===== src/rtl/kbs_pkg.sv =====
// ----------------------------------------------------------------------------
// Kepler bisection solver package
// Shared types, constants and the CORDIC arctangent table.
// ----------------------------------------------------------------------------
package kbs_pkg;

	localparam int CORDIC_STEPS_DEF = 28;
	localparam int CNT_W = 5;
	localparam int CV_W = 42;
	localparam int CZ_W = 34;
	localparam int RES_W = 36;
	localparam int PROD_W = 65;

	localparam logic signed [CZ_W-1:0] Q_PI = 34'sd843314857;
	localparam logic signed [CZ_W-1:0] Q_TWO_PI = 34'sd1686629713;
	localparam logic signed [CZ_W-1:0] Q_HALF_PI = 34'sd421657428;
	localparam logic signed [CV_W-1:0] Q_CORDIC_K = 42'sd163008219;

	localparam logic [1:0] REG_ECC = 2'd0;
	localparam logic [1:0] REG_TOL = 2'd1;
	localparam logic [1:0] REG_MAXIT = 2'd2;
	localparam logic [1:0] REG_GAIN = 2'd3;

	localparam logic [31:0] ECC_RST = 32'd3554792816;
	localparam logic [28:0] TOL_RST = 29'd26844;
	localparam logic [7:0] MAXIT_RST = 8'd64;
	localparam logic [31:0] GAIN_RST = 32'd54636180;

	localparam logic [1:0] SEL_LO = 2'd0;
	localparam logic [1:0] SEL_MID = 2'd1;
	localparam logic [1:0] SEL_HALF = 2'd2;
	localparam logic [1:0] SEL_VEC = 2'd3;

	typedef struct packed {
		logic signed [31:0] mean_anomaly;
		logic signed [31:0] bracket_low;
		logic signed [31:0] bracket_high;
	} in_t;

	typedef struct packed {
		logic signed [31:0] eccentric_anomaly;
		logic signed [31:0] true_anomaly;
		logic converged;
		logic [7:0] steps_used;
	} out_t;

	typedef struct packed {
		logic load;
		logic calc_mid;
		logic cord_start;
		logic [1:0] cord_sel;
		logic mul_en;
		logic mul_gain;
		logic res_en;
		logic res_lo;
		logic set_conv;
		logic update;
		logic out_en;
	} cmd_t;

	typedef struct packed {
		logic cord_done;
		logic cord_busy;
		logic conv;
		logic cap;
		logic opposite;
	} stat_t;

	function automatic logic signed [CZ_W-1:0] atan_at(input logic [CNT_W-1:0] i);
		logic signed [CZ_W-1:0] v;
		case (i)
			5'd0: v = 34'sd210828714;
			5'd1: v = 34'sd124459457;
			5'd2: v = 34'sd65760959;
			5'd3: v = 34'sd33381290;
			5'd4: v = 34'sd16755422;
			5'd5: v = 34'sd8385879;
			5'd6: v = 34'sd4193963;
			5'd7: v = 34'sd2097109;
			5'd8: v = 34'sd1048571;
			5'd9: v = 34'sd524287;
			5'd10: v = 34'sd262144;
			5'd11: v = 34'sd131072;
			5'd12: v = 34'sd65536;
			5'd13: v = 34'sd32768;
			5'd14: v = 34'sd16384;
			5'd15: v = 34'sd8192;
			5'd16: v = 34'sd4096;
			5'd17: v = 34'sd2048;
			5'd18: v = 34'sd1024;
			5'd19: v = 34'sd512;
			5'd20: v = 34'sd256;
			5'd21: v = 34'sd128;
			5'd22: v = 34'sd64;
			5'd23: v = 34'sd32;
			5'd24: v = 34'sd16;
			5'd25: v = 34'sd8;
			5'd26: v = 34'sd4;
			5'd27: v = 34'sd2;
			5'd28: v = 34'sd1;
			default: v = '0;
		endcase
		return v;
	endfunction

endpackage


===== src/rtl/kbs_ctrl.sv =====
// ----------------------------------------------------------------------------
// Kepler bisection solver controller
// Sequences residual evaluations, bisection steps and the final true anomaly.
// ----------------------------------------------------------------------------
module kbs_ctrl (
	input  logic clk,
	input  logic arst_n,
	input  logic start,
	output logic busy,
	output logic done,
	output kbs_pkg::cmd_t cmd,
	input  kbs_pkg::stat_t stat
);

	localparam logic [4:0] ST_IDLE = 5'd0;
	localparam logic [4:0] ST_LO_C = 5'd1;
	localparam logic [4:0] ST_LO_W = 5'd2;
	localparam logic [4:0] ST_LO_M = 5'd3;
	localparam logic [4:0] ST_LO_R = 5'd4;
	localparam logic [4:0] ST_MID = 5'd5;
	localparam logic [4:0] ST_MID_C = 5'd6;
	localparam logic [4:0] ST_MID_W = 5'd7;
	localparam logic [4:0] ST_MID_M = 5'd8;
	localparam logic [4:0] ST_MID_R = 5'd9;
	localparam logic [4:0] ST_TEST = 5'd10;
	localparam logic [4:0] ST_HALF_C = 5'd11;
	localparam logic [4:0] ST_HALF_W = 5'd12;
	localparam logic [4:0] ST_HALF_M = 5'd13;
	localparam logic [4:0] ST_VEC_C = 5'd14;
	localparam logic [4:0] ST_VEC_W = 5'd15;
	localparam logic [4:0] ST_OUT = 5'd16;

	logic [4:0] state_q;
	logic [4:0] state_d;
	logic done_q;

	always_comb begin
		cmd = '0;
		cmd.cord_sel = kbs_pkg::SEL_MID;
		state_d = state_q;
		case (state_q)
			ST_IDLE: begin
				if (start) begin
					cmd.load = 1'b1;
					state_d = ST_LO_C;
				end
			end
			ST_LO_C: begin
				cmd.cord_start = 1'b1;
				cmd.cord_sel = kbs_pkg::SEL_LO;
				state_d = ST_LO_W;
			end
			ST_LO_W: if (stat.cord_done) state_d = ST_LO_M;
			ST_LO_M: begin
				cmd.mul_en = 1'b1;
				state_d = ST_LO_R;
			end
			ST_LO_R: begin
				cmd.res_en = 1'b1;
				cmd.res_lo = 1'b1;
				state_d = ST_MID;
			end
			ST_MID: begin
				cmd.calc_mid = 1'b1;
				state_d = ST_MID_C;
			end
			ST_MID_C: begin
				cmd.cord_start = 1'b1;
				state_d = ST_MID_W;
			end
			ST_MID_W: if (stat.cord_done) state_d = ST_MID_M;
			ST_MID_M: begin
				cmd.mul_en = 1'b1;
				state_d = ST_MID_R;
			end
			ST_MID_R: begin
				cmd.res_en = 1'b1;
				state_d = ST_TEST;
			end
			ST_TEST: begin
				if (stat.conv) begin
					cmd.set_conv = 1'b1;
					state_d = ST_HALF_C;
				end else if (stat.cap) begin
					state_d = ST_HALF_C;
				end else begin
					cmd.update = 1'b1;
					state_d = ST_MID;
				end
			end
			ST_HALF_C: begin
				cmd.cord_start = 1'b1;
				cmd.cord_sel = kbs_pkg::SEL_HALF;
				state_d = ST_HALF_W;
			end
			ST_HALF_W: if (stat.cord_done) state_d = ST_HALF_M;
			ST_HALF_M: begin
				cmd.mul_en = 1'b1;
				cmd.mul_gain = 1'b1;
				state_d = ST_VEC_C;
			end
			ST_VEC_C: begin
				cmd.cord_start = 1'b1;
				cmd.cord_sel = kbs_pkg::SEL_VEC;
				state_d = ST_VEC_W;
			end
			ST_VEC_W: if (stat.cord_done) state_d = ST_OUT;
			ST_OUT: begin
				cmd.out_en = 1'b1;
				state_d = ST_IDLE;
			end
			default: state_d = ST_IDLE;
		endcase
	end

	always_ff @(posedge clk or negedge arst_n) begin
		if (!arst_n) begin
			state_q <= ST_IDLE;
			done_q <= 1'b0;
		end else begin
			state_q <= state_d;
			done_q <= cmd.out_en;
		end
	end

	assign busy = (state_q != ST_IDLE);
	assign done = done_q;

	a_start_idle_cordic: assert property (@(posedge clk) disable iff (!arst_n)
		cmd.cord_start |-> !stat.cord_busy)
		else $error("CORDIC started while still running");
	a_done_single: assert property (@(posedge clk) disable iff (!arst_n)
		done |=> !done)
		else $error("result strobe longer than one cycle");
	a_accept_busy: assert property (@(posedge clk) disable iff (!arst_n)
		(start && !busy) |=> busy)
		else $error("accepted transaction did not make the block busy");
	a_done_from_out: assert property (@(posedge clk) disable iff (!arst_n)
		done |-> $past(state_q) == ST_OUT)
		else $error("result strobe without output state");

endmodule


===== config.mk =====
export PLATFORM = sky130hd
export DESIGN_NAME = kbs_ctrl
export DESIGN_NICKNAME = d
export VERILOG_FILES = /design/src/rtl/kbs_pkg.sv /design/src/rtl/kbs_ctrl.sv
export SDC_FILE = /design/constraint.sdc
export NUM_CORES = 1
export LEC_CHECK = 0
export ABC_AREA = 1
export BUFFER_PORTS_ARGS = -buffer_cell sky130_fd_sc_hd__buf_2
export CELL_PAD_IN_SITES_DETAIL_PLACEMENT = 2
export CELL_PAD_IN_SITES_GLOBAL_PLACEMENT = 2
export CORE_MARGIN = 2
export CORE_UTILIZATION = 21
export DETAILED_ROUTE_END_ITERATION = 7
export GPL_TIMING_DRIVEN = 0
export PLACE_DENSITY = 0.79
export SYNTH_ARGS = -nofsm -noshare
export SYNTH_HDL_FRONTEND = slang
export SYNTH_SLANG_ARGS = --single-unit

===== constraint.sdc =====
create_clock -name clk -period 1.2 [get_ports clk]
set_clock_uncertainty 0.1 [all_clocks]
set_input_delay 0 -clock clk [delete_from_list [all_inputs] [get_ports clk]]
set_output_delay 0 -clock clk [all_outputs]
set_load 0.005 [all_outputs]

* After elaboration in Yosys (flattened, before gate mapping) *
Index checks and enable logic that the tools add are counted.

operators by class
  equality and inequality tests = 21
  multiplexer cells = 22
  reductions and logical operators = 6

operators by type and width
  kind                  count
  $pmux W5 S16          1
  $eq A5 B4 Y1 const B  8
  $mux W5               6
  $eq A5 B3 Y1 const B  4
  $mux W1               12
  $eq A5 B2 Y1 const B  2
  $ne A2 B2 Y1 const B  5
  $pmux W2 S3           1
  $eq A5 B1 Y1 const B  1
  $eq A5 B5 Y1 const B  1
  $logic_not A5 Y1      1
  $reduce_and A5 Y1     1
  $reduce_bool A5 Y1    1
  $mux W4               1
  $reduce_or A4 Y1      1
  $reduce_or A3 Y1      1
  $mux W2               1
  $reduce_or A2 Y1      1

storage, ports and cells
  logic and storage cells = 51
  output and inout bits = 14
  flip-flop bits (word level) = 6
  input port bits = 8

* Depth between registers and ports, before layout *
Gate-level depths: netlist of the first run.

  depth after elaboration = 3
  depth in mapped cells = 9
  gate-level depth less buffers = 9

* Worst setup path after synthesis of the first run *
Ideal clock, no wire load.

  path kind = flip-flop to flip-flop
  start point = register state_q[2]
  end point = register state_q[2]
  data required time = 1.035 ns
  path buffers = 0
  path slack = -0.096 ns
  cell stages (with the launch flop) = 8
  setup time = 0.065 ns
  data arrival time = 1.131 ns
  clock period less this slack = 1.296 ns
  cell sequence = dfrtp_1 nor2_2 nand3_2 nor2_2 inv_1 nand2_2 nand2_1 nand2_1

on the way
  word-level cells in the longest chain between the ends = 3
  elaborated cells between the ends (all ways) = 23
  classes of those cells = 20 x eq/ne; 1 x mux; 2 x reduce/logical

RTL lines
  element                                     RTL line         text
  from (decl)                                 kbs_ctrl.sv:33   logic [4:0] state_q;
  from (signal assigned)                      kbs_ctrl.sv:121  state_q <= state_d;
  $eq A5 B2 Y1, or another cell as far along  kbs_ctrl.sv:41   case (state_q)
  $ne A2 B2 Y1 (no source line)               n/a
  $reduce_and A5 Y1 (no source line)          n/a

Parallel ways exist; a longest one is shown, timed or not.
A chain may end at the register's enable or synchronous reset.

* Final worst setup path of the first run *
  start point = register state_q[0]
  end point = register state_q[2]

Same word-level chain as after synthesis.

==> results of run 1 <==
final timing paths:
kind	start	end	slack, ns
max reg2reg	state_q[0]	state_q[2]	-0.42
min	arst_n	done	0.02
min in group clk	start	state_q[0]	0.11
min reg2reg	state_q[1]	state_q[1]	0.55
max	state_q[0]	state_q[2]	-0.42
max in group asynchronous	arst_n	state_q[2]	0.79
stage by stage:
| step | cell area [sq um] | power [mW] |
|---|---|---|
| 2_1_floorplan | 612 | 1.14 |
| 3_3_place_gp | 746 | 1.48 |
| 3_5_place_dp | 746 | 1.55 |
| 4_1_cts | 963 | 2.20 |
| 5_1_grt | 1060 | 2.77 |
| 6_report | 1060 | 2.62 |
Yosys cell counts:
cell type	number
or2_2	1
nor2_4	1
dfrtp_1	6
inv_2	2
nor3_2	2
nand2_1	34
nor4_1	1
o21a_1	1
nand3_2	3
nand2_2	4
o221ai_1	1
nor2_2	7
nand3_1	7
inv_1	15
o21ai_0	1
nand4_1	2
nor2_1	12
layout make-up:
type | count | area share, %
Multi-Input combinational cell | 77 | 50.0
Timing Repair Buffer | 35 | 22.9
Sequential cell | 6 | 14.7
Inverter | 17 | 6.25
Tap cell | 31 | 3.66
Clock buffer | 4 | 2.48
state kept, by name (all words and copies together) (netlist names):
name,cells
state_q,5
done,1
placed cells by master, fill, tap and decap left out:
cell,count
nor2_1,9
o221ai_2,1
clkbuf_1,1
nand3_1,4
nor4_4,1
dfrtp_2,5
nand2_2,11
nor2_4,8
o21ai_0,1
nand2_1,24
or2_2,1
nand4_1,2
nor3_4,2
inv_1,8
nand2_4,3
buf_2,18
inv_2,8
buf_6,6
o21a_1,1
nand3_2,4
dlygate4sd3_1,1
inv_4,1
buf_4,10
dfrtp_1,1
nor2_2,3
nand3_4,2
clkbuf_4,3
power by group:
| group | internal (mW) | switching (mW) | leakage (nW) |
|---|---|---|---|
| sequential | 0.281 | 0.180 | 0.0714 |
| clock | 0.128 | 0.103 | 0.0150 |
| combinational | 0.781 | 1.15 | 0.489 |
| total | 1.19 | 1.43 | 0.575 |
per-layer routing:
metal,wire length (um),GRT usage [%],up-vias
met5,0,0,-
met4,21,1.99,0
met3,87,1.36,2
met2,1800,31.0,16
met1,1250,22.2,416
li1,-,-,390
repair_timing:
| item | in CTS | in global routing |
|---|---|---|
| endpoints found under the hold margin | 6 | 0 |
| resized for setup | 28 | 20 |
| cloned | 0 | 0 |
| hold buffers | 1 | 0 |
| setup buffers | 11 | 4 |
| pin swaps | 16 | 22 |
| endpoints found under the setup margin | 19 | 18 |
cells by family (layout without fill, tap and decap cells):
| group | after synthesis | count (layout) | synth area share (%) |
|---|---|---|---|
| AND/OR/NAND/NOR | 74 | 74 | 60.7 |
| AO/OA/AOI/OAI | 3 | 3 | 3.56 |
| flip-flops | 6 | 6 | 25.1 |
| buffers and inverters | 17 | 56 | 10.7 |
==> flow_summary.yaml, run 1 <==
synth:
  ys_top_cells_by_area: "dfrtp_1 25%, nand2_1 21%, inv_1 9.4%"
  yosysSeqAreaShare_pct: 25.1
  synth_area_sq_um: 598
  synth_top_area_share_pct: 25.1
  ys_types: 17
  synthCells: 100
  syn_nets: 108
  synth_top_area_cell: "dfrtp_1"
  yosys_warnings: 0
  synth_seq_cells: 6
  syn_avg_cell_area_sq_um: 5.98
global_route:
  antenna_found_initial: 0
  grt_util_all_layers_pct: 16.9
  grt_max_degree: 7
  grt_pass1_wl_um: 4250
  gr-total-overflow: 0
  grt_pass1_vias: 838
clocking:
  cts-root-buf: "clkbuf_4"
  cts_tree: "built"
  clock_latency_ns: 0.26
  ctsLongestPathBuffers: 2
  clkTransAtPathRegs_ns: 0.07
  clkSinkCount: 6
  cts_buffers: 3
  h-tree-depth: 1
setup_path:
  crit_fanout: 5
  critPathLaunchType: "flop"
  cp.required_ns: 1.29
  cp_common_cell: "nand2_1"
  crit_type: "reg -> reg"
  crit_cells: 8
  r2r_cells: 8
  crit_family: "simple AND/OR/NAND/NOR gates"
  endpoint_kind: "flop"
  crit_arrival_ns: 1.70
  path_cells: "inv_2 > nor3_4 > nand2_1 > nand2_1 > nor2_1 > nand2_1 > nand2_1 > nand2_1"
  critPathBufInv: 1
  cp_slowest_cell: "dfrtp_2"
  crit_path_max_incr_delay_ns: 0.47
status:
  violations: "negative setup slack"
  status: "complete, but fails checks"
placement:
  dp_hpwl_um: 1700
  numPlacedInstances: 150
  routabilityCongestion: 0.764
  dp_worst_setup_slack_ns: -0.329
  io_buffers: 19
sta:
  setup_viol: 19
  rsz0062_at_grt: "yes"
  period_share_pct: 135
  finalMaxSlewViolations: 0
  fin_setup_tns_ns: -5.42
  finalCriticalPeriod_ns: 1.62
  max_slew_margin_pct: 80.9
  timing.final.ws_setup_ns: -0.416
  tightest_slew_ns: 0.286
  holdWs_ns: 0.0191
  hold_viol: 0
  clock.fmax_mhz: 619
cells_and_area:
  fin_cells: 170
  nets: 148
  area_growth_pct: 77.4
  antennaDiodeCount: 0
  fill_cells: 331
  multi_input_area_sq_um: 531
  drive_gt1_share_pct: 62.6
  final_util_pct: 38.8
  seqCellArea_sq_um: 156
detailed_routing:
  drt_iter0_drc: 7
  vias_per_cell: 4.85
  vias: 824
  remaining_drc_errors: 0
  ant_nets: 0
  routed_wl_um: 3160
  wire_per_inst_um: 18.6
  firstDrtPassIters: 4
floorplanning:
  dieHeight_um: 57.4
  die_w_um: 57.4
  dieArea_sq_um: 3290
  fp.coreArea_sq_um: 2730
  rows: 19
  ios: 22
  start_util_pct: 21.9
power:
  p_leak_nw: 0.575
  p_per_area_nw_per_um2: 2470
  ir_worst_vdd_uv: 1000
job:
  maxCapViolations: 0
hold_path:
  holdCritPathClass: "in -> async"
Note: power is estimated with default switching activity, not from simulation.
==> inputs of run 2 (changes only) <==
HOLD_SLACK_MARGIN = 0.15   (was default)
==> run 2 against run 1 <==
The run still ends with negative setup slack left; utilization grew 1.4 points; sequential cell count is the same; critical path type unchanged; count of clock-buffer cells in the layout is the same; combinational power grew 4%; clock power is essentially flat; die area is the same; design area grew 3.7%; setup slack gained 0.036 ns; power grew 2.4%; via count grew 1.3%; first-iteration DRC count shrank 14%.
==> flow_summary.yaml, run 2 (synthesis gave the netlist of run 1 again) <==
floorplanning:
  ios: 22
  dieArea_sq_um: 3290
  fp.coreArea_sq_um: 2730
  rows: 19
  die_w_um: 57.4
  start_util_pct: 21.9
  dieHeight_um: 57.4
detailed_routing:
  drt_iter0_drc: 6
  ant_nets: 0
  firstDrtPassIters: 3
  remaining_drc_errors: 0
  vias: 835
  vias_per_cell: 4.77
  wire_per_inst_um: 18.1
  routed_wl_um: 3170
global_route:
  grt_max_degree: 7
  gr-total-overflow: 0
  grt_pass1_wl_um: 4350
  grt_pass1_vias: 891
  antenna_found_initial: 0
  grt_util_all_layers_pct: 17.3
cells_and_area:
  mostFrequentLayoutCells: "24 x nand2_1, 17 x buf_2, 15 x buf_4, 10 x nand2_2, 10 x inv_1"
  drive_gt1_share_pct: 61.1
  area_growth_pct: 83.9
  fin_cells: 175
  nets: 153
  antennaDiodeCount: 0
  regMostFlops: "state_q"
  layout_commonest_cell: "nand2_1"
  largest_reg_flops: 5
setup_path:
  critPathLaunchType: "flop"
  cp.required_ns: 1.28
  crit_fanout: 6
  endpoint_kind: "flop"
  crit_arrival_ns: 1.66
  crit_type: "reg -> reg"
status:
  violations: "negative setup slack"
  status: "complete, but fails checks"
power:
  p_clk_share_pct: 8.7
  internal_power_mw: 1.26
  ir_worst_vdd_uv: 1290
  finalPower_mw: 2.68
  switchingPower_mw: 1.42
  p_per_area_nw_per_um2: 2440
  power_frac_comb_pct: 74.9
  p_seq_share_pct: 16.4
  sw_frac_of_total_pct: 53.0
  p_leak_nw: 0.599
clocking:
  clkSinkCount: 6
  h-tree-depth: 1
  clkTransAtPathRegs_ns: 0.06
  cts_buffers: 3
  cts-root-buf: "clkbuf_4"
  ctsLongestPathBuffers: 2
  clock_latency_ns: 0.26
  cts_tree: "built"
sta:
  setup_viol: 18
  tightest_slew_ns: 0.319
  max_slew_margin_pct: 78.7
  timing.final.ws_setup_ns: -0.380
  rsz0062_at_grt: "yes"
  finalMaxSlewViolations: 0
  clock.fmax_mhz: 633
  period_share_pct: 132
  hold_viol: 0
  holdWs_ns: 0.187
  finalCriticalPeriod_ns: 1.58
hold_path:
  holdCritPathClass: "in -> reg"
placement:
  dp_hpwl_um: 1700
  numPlacedInstances: 150
  dp_worst_setup_slack_ns: -0.329
  routabilityCongestion: 0.764
  io_buffers: 19
job:
  maxCapViolations: 0
-- run 2: cell count changes in the layout (fill, tap and decap cells not counted), moves of 2 or more --
cell / change
inv_1: +2
dlygate4sd3_1: +2
buf_4: +5
inv_2: -2
-- run 2: power by group through the flow --
| stage | clock, mW | combinational, mW | sequential [mW] |
|---|---|---|---|
| global placement | 0 | 1.07 | 0.404 |
| global route | 0.247 | 2.17 | 0.450 |
| CTS | 0.220 | 1.55 | 0.440 |
| finish | 0.233 | 2.01 | 0.441 |
| detailed placement | 0 | 1.14 | 0.412 |
| floorplan | 0 | 0.762 | 0.382 |
-- run 2: stage by stage --
stage | setup TNS [ns] | instance area, sq um | util (%)
2_1_floorplan | -0.243 | 612 | -
3_3_place_gp | -1.65 | 746 | 27.3
3_5_place_dp | -2.37 | 746 | 27.3
4_1_cts | -4.21 | 983 | 36.0
5_1_grt | -6.42 | 1100 | 40.2
6_report | -5.28 | 1100 | 40.2
-- run 2: area by class of cell --
class / instances / area (sq um)
fill: 311 / 1630
multi-input combinational: 77 / 528
timing repair buffer: 40 / 284
sequential: 6 / 156
inverter: 17 / 66.3
tap: 31 / 38.8
clock buffer: 4 / 26.3
-- run 2: path summary, 6_finish.rpt --
kind,from,endpoint,slack (ns),cells past startpoint
worst max-delay path,state_q[2],state_q[3],-0.38,10
worst min-delay path,stat[4],state_q[3],0.19,6
worst max register to register,state_q[2],state_q[3],-0.38,10
worst min register to register,state_q[1],state_q[1],0.53,2
max in group asynchronous,arst_n,state_q[3],0.13,3
min in group asynchronous,arst_n,state_q[1],0.62,3
-- run 2: repair_timing --
action	CTS	global route
endpoints found under the setup margin	19	18
setup buffers	11	7
hold buffers	3	0
endpoints found under the hold margin	10	0
resized for setup	28	17
pin swaps	16	17
-- run 2: critical path, stage by stage, from the launching register on --
cell and delay [ns]:
dfrtp_2 0.49, inv_2 0.08, nand2_2 0.06, nor2_4 0.14, buf_4 0.14, nand3_1 0.06, nand2_1 0.10, inv_1 0.06
nand3_1 0.10, nand2_1 0.08, nand2_1 0.10
-- run 2: layer usage --
layer | up-vias | GRT usage (%) | share of wire [%]
met5 | - | 0 | 0
met1 | 427 | 21.6 | 46
li1 | 395 | - | -
met2 | 13 | 32.3 | 52
met3 | 0 | 1.36 | 1.8
met4 | 0 | 2.99 | 0
==> inputs of run 3 (changes only) <==
CORE_UTILIZATION = 23   (was 21)
PLACE_DENSITY = 0.82   (was 0.79)
clock period = 1.5 ns   (was 1.2 ns; I/O delays follow)
==> run 3 against run 2 <==
The flow still finishes with violations (negative setup slack); die area shrank 8.1%; final cell count shrank 3.4%; sequential power shrank 20%; hold slack gained 0.016 ns; routed wire length shrank 10%; setup slack gained 0.32 ns; via count shrank 2.6%; clock power shrank 24%; combinational power shrank 33%; sequential cell count is the same; critical path type is now reg -> out; highest routed layer is now met4.
==> flow_summary.yaml, run 3 (synthesis gave the netlist of run 1 again) <==
cells_and_area:
  drive_gt1_share_pct: 52.5
  antennaDiodeCount: 0
  final_util_pct: 41.4
  largest_reg_flops: 5
  nets: 149
  mostFrequentLayoutCells: "28 x nand2_1, 19 x buf_2, 12 x inv_1, 11 x nor2_1, 9 x buf_4"
  area_growth_pct: 71.3
  layout_commonest_cell: "nand2_1"
  regMostFlops: "state_q"
floorplanning:
  rows: 18
  die_w_um: 55.0
  fp.coreArea_sq_um: 2480
  dieArea_sq_um: 3020
  start_util_pct: 24.1
  ios: 22
  dieHeight_um: 55.0
setup_path:
  regToRegSetupSlack_ns: -0.05
  cp.required_ns: 1.40
  critPathLaunchType: "flop"
  crit_type: "reg -> out"
  crit_arrival_ns: 1.46
  endpoint_kind: "output pin"
  crit_fanout: 7
status:
  status: "complete, but fails checks"
  violations: "negative setup slack"
hold_path:
  holdCritPathClass: "in -> out"
detailed_routing:
  routed_wl_um: 2850
  wire_per_inst_um: 16.9
  vias: 813
  vias_per_cell: 4.81
  drt_iter0_drc: 0
  firstDrtPassIters: 1
  remaining_drc_errors: 0
  ant_nets: 0
global_route:
  grt_pass1_vias: 783
  gr-total-overflow: 0
  grt_pass1_wl_um: 3590
  grt_util_all_layers_pct: 17.1
  antenna_found_initial: 0
  grt_max_degree: 8
job:
  maxCapViolations: 0
sta:
  timing.final.ws_setup_ns: -0.0553
  tightest_slew_ns: 0.287
  hold_viol: 0
  finalMaxSlewViolations: 0
  holdWs_ns: 0.203
  period_share_pct: 104
  max_slew_margin_pct: 80.8
  finalCriticalPeriod_ns: 1.56
  clock.fmax_mhz: 643
  rsz0062_at_grt: "yes"
  setup_viol: 8
clocking:
  cts_buffers: 3
  h-tree-depth: 1
  cts-root-buf: "clkbuf_4"
  clock_latency_ns: 0.27
  ctsLongestPathBuffers: 2
  cts_tree: "built"
  clkSinkCount: 6
  clkTransAtPathRegs_ns: 0.05
power:
  ir_worst_vdd_uv: 759
  p_leak_nw: 0.578
  p_per_area_nw_per_um2: 1830
placement:
  routabilityCongestion: 0.738
  dp_hpwl_um: 1620
  io_buffers: 19
-- run 3: cell count changes in the layout (fill, tap and decap cells not counted), moves of 2 or more --
cell	change
buf_2	+2
nand2_1	+4
nor2_1	+2
buf_6	-3
buf_4	-6
nand3_1	+2
buf_12	+2
inv_1	+2
nand2_2	-3
-- run 3: metal layers --
layer	vias up	global-route usage, %	share of wire, %
met1	403	20.7	42
met4	0	7.32	2.9
met2	14	29.8	52
met3	9	2.69	2.8
met5	-	0	0
li1	387	-	-
-- run 3: repair_timing --
item / CTS / global route
gates resized for setup: 13 / 18
hold buffers: 4 / 0
setup endpoints to repair: 13 / 17
pin swaps: 2 / 8
endpoints found under the hold margin: 11 / 0
buffers inserted: 4 / 9
-- run 3: worst paths after layout --
path	startpoint	to	depth (start not counted)
worst min-delay path	stat[2]	cmd[2]	4
worst min register to register	state_q[3]	done	1
worst max register to register	state_q[1]	state_q[2]	9
worst max-delay path	state_q[2]	cmd[7]	7
min in group asynchronous	arst_n	done	3
max in group asynchronous	arst_n	state_q[0]	3
-- run 3: stage by stage --
stage	instance area, sq um	cells	power, mW	setup TNS, ns	worst slack, ns
6_report	1020	169	1.88	-0.255	-0.0553
5_1_grt	1020	169	2.04	-1.34	-0.143
4_1_cts	883	160	1.52	-0.0321	-0.0182
3_5_place_dp	731	149	1.19	-0.0527	-0.0260
3_3_place_gp	731	149	1.15	0	0.0170
2_1_floorplan	598	100	0.883	0	0.204
-- run 3: cell type report --
class / count / area (sq um)
fillers: 301 / 1450
flip-flops and latches: 6 / 156
multi-input cells: 77 / 479
inverters: 17 / 63.8
clock buffers: 3 / 22.5
repair buffers: 36 / 265
well taps: 30 / 37.5
-- run 3: critical path, cell delays in order, from the launching register on --
cell and delay, ns:
dfrtp_2 0.49, inv_2 0.09, nand2_2 0.06, nor2_4 0.20
nand2_4 0.10, nand3_2 0.07, nand2_1 0.05, buf_2 0.13
-- run 3: power by group --
group	leakage [nW]	switching, mW	internal, mW	total [mW]
clock	0.0138	0.0836	0.0922	0.176
sequential	0.0714	0.130	0.225	0.355
combinational	0.493	0.783	0.566	1.35
total	0.578	0.996	0.883	1.88
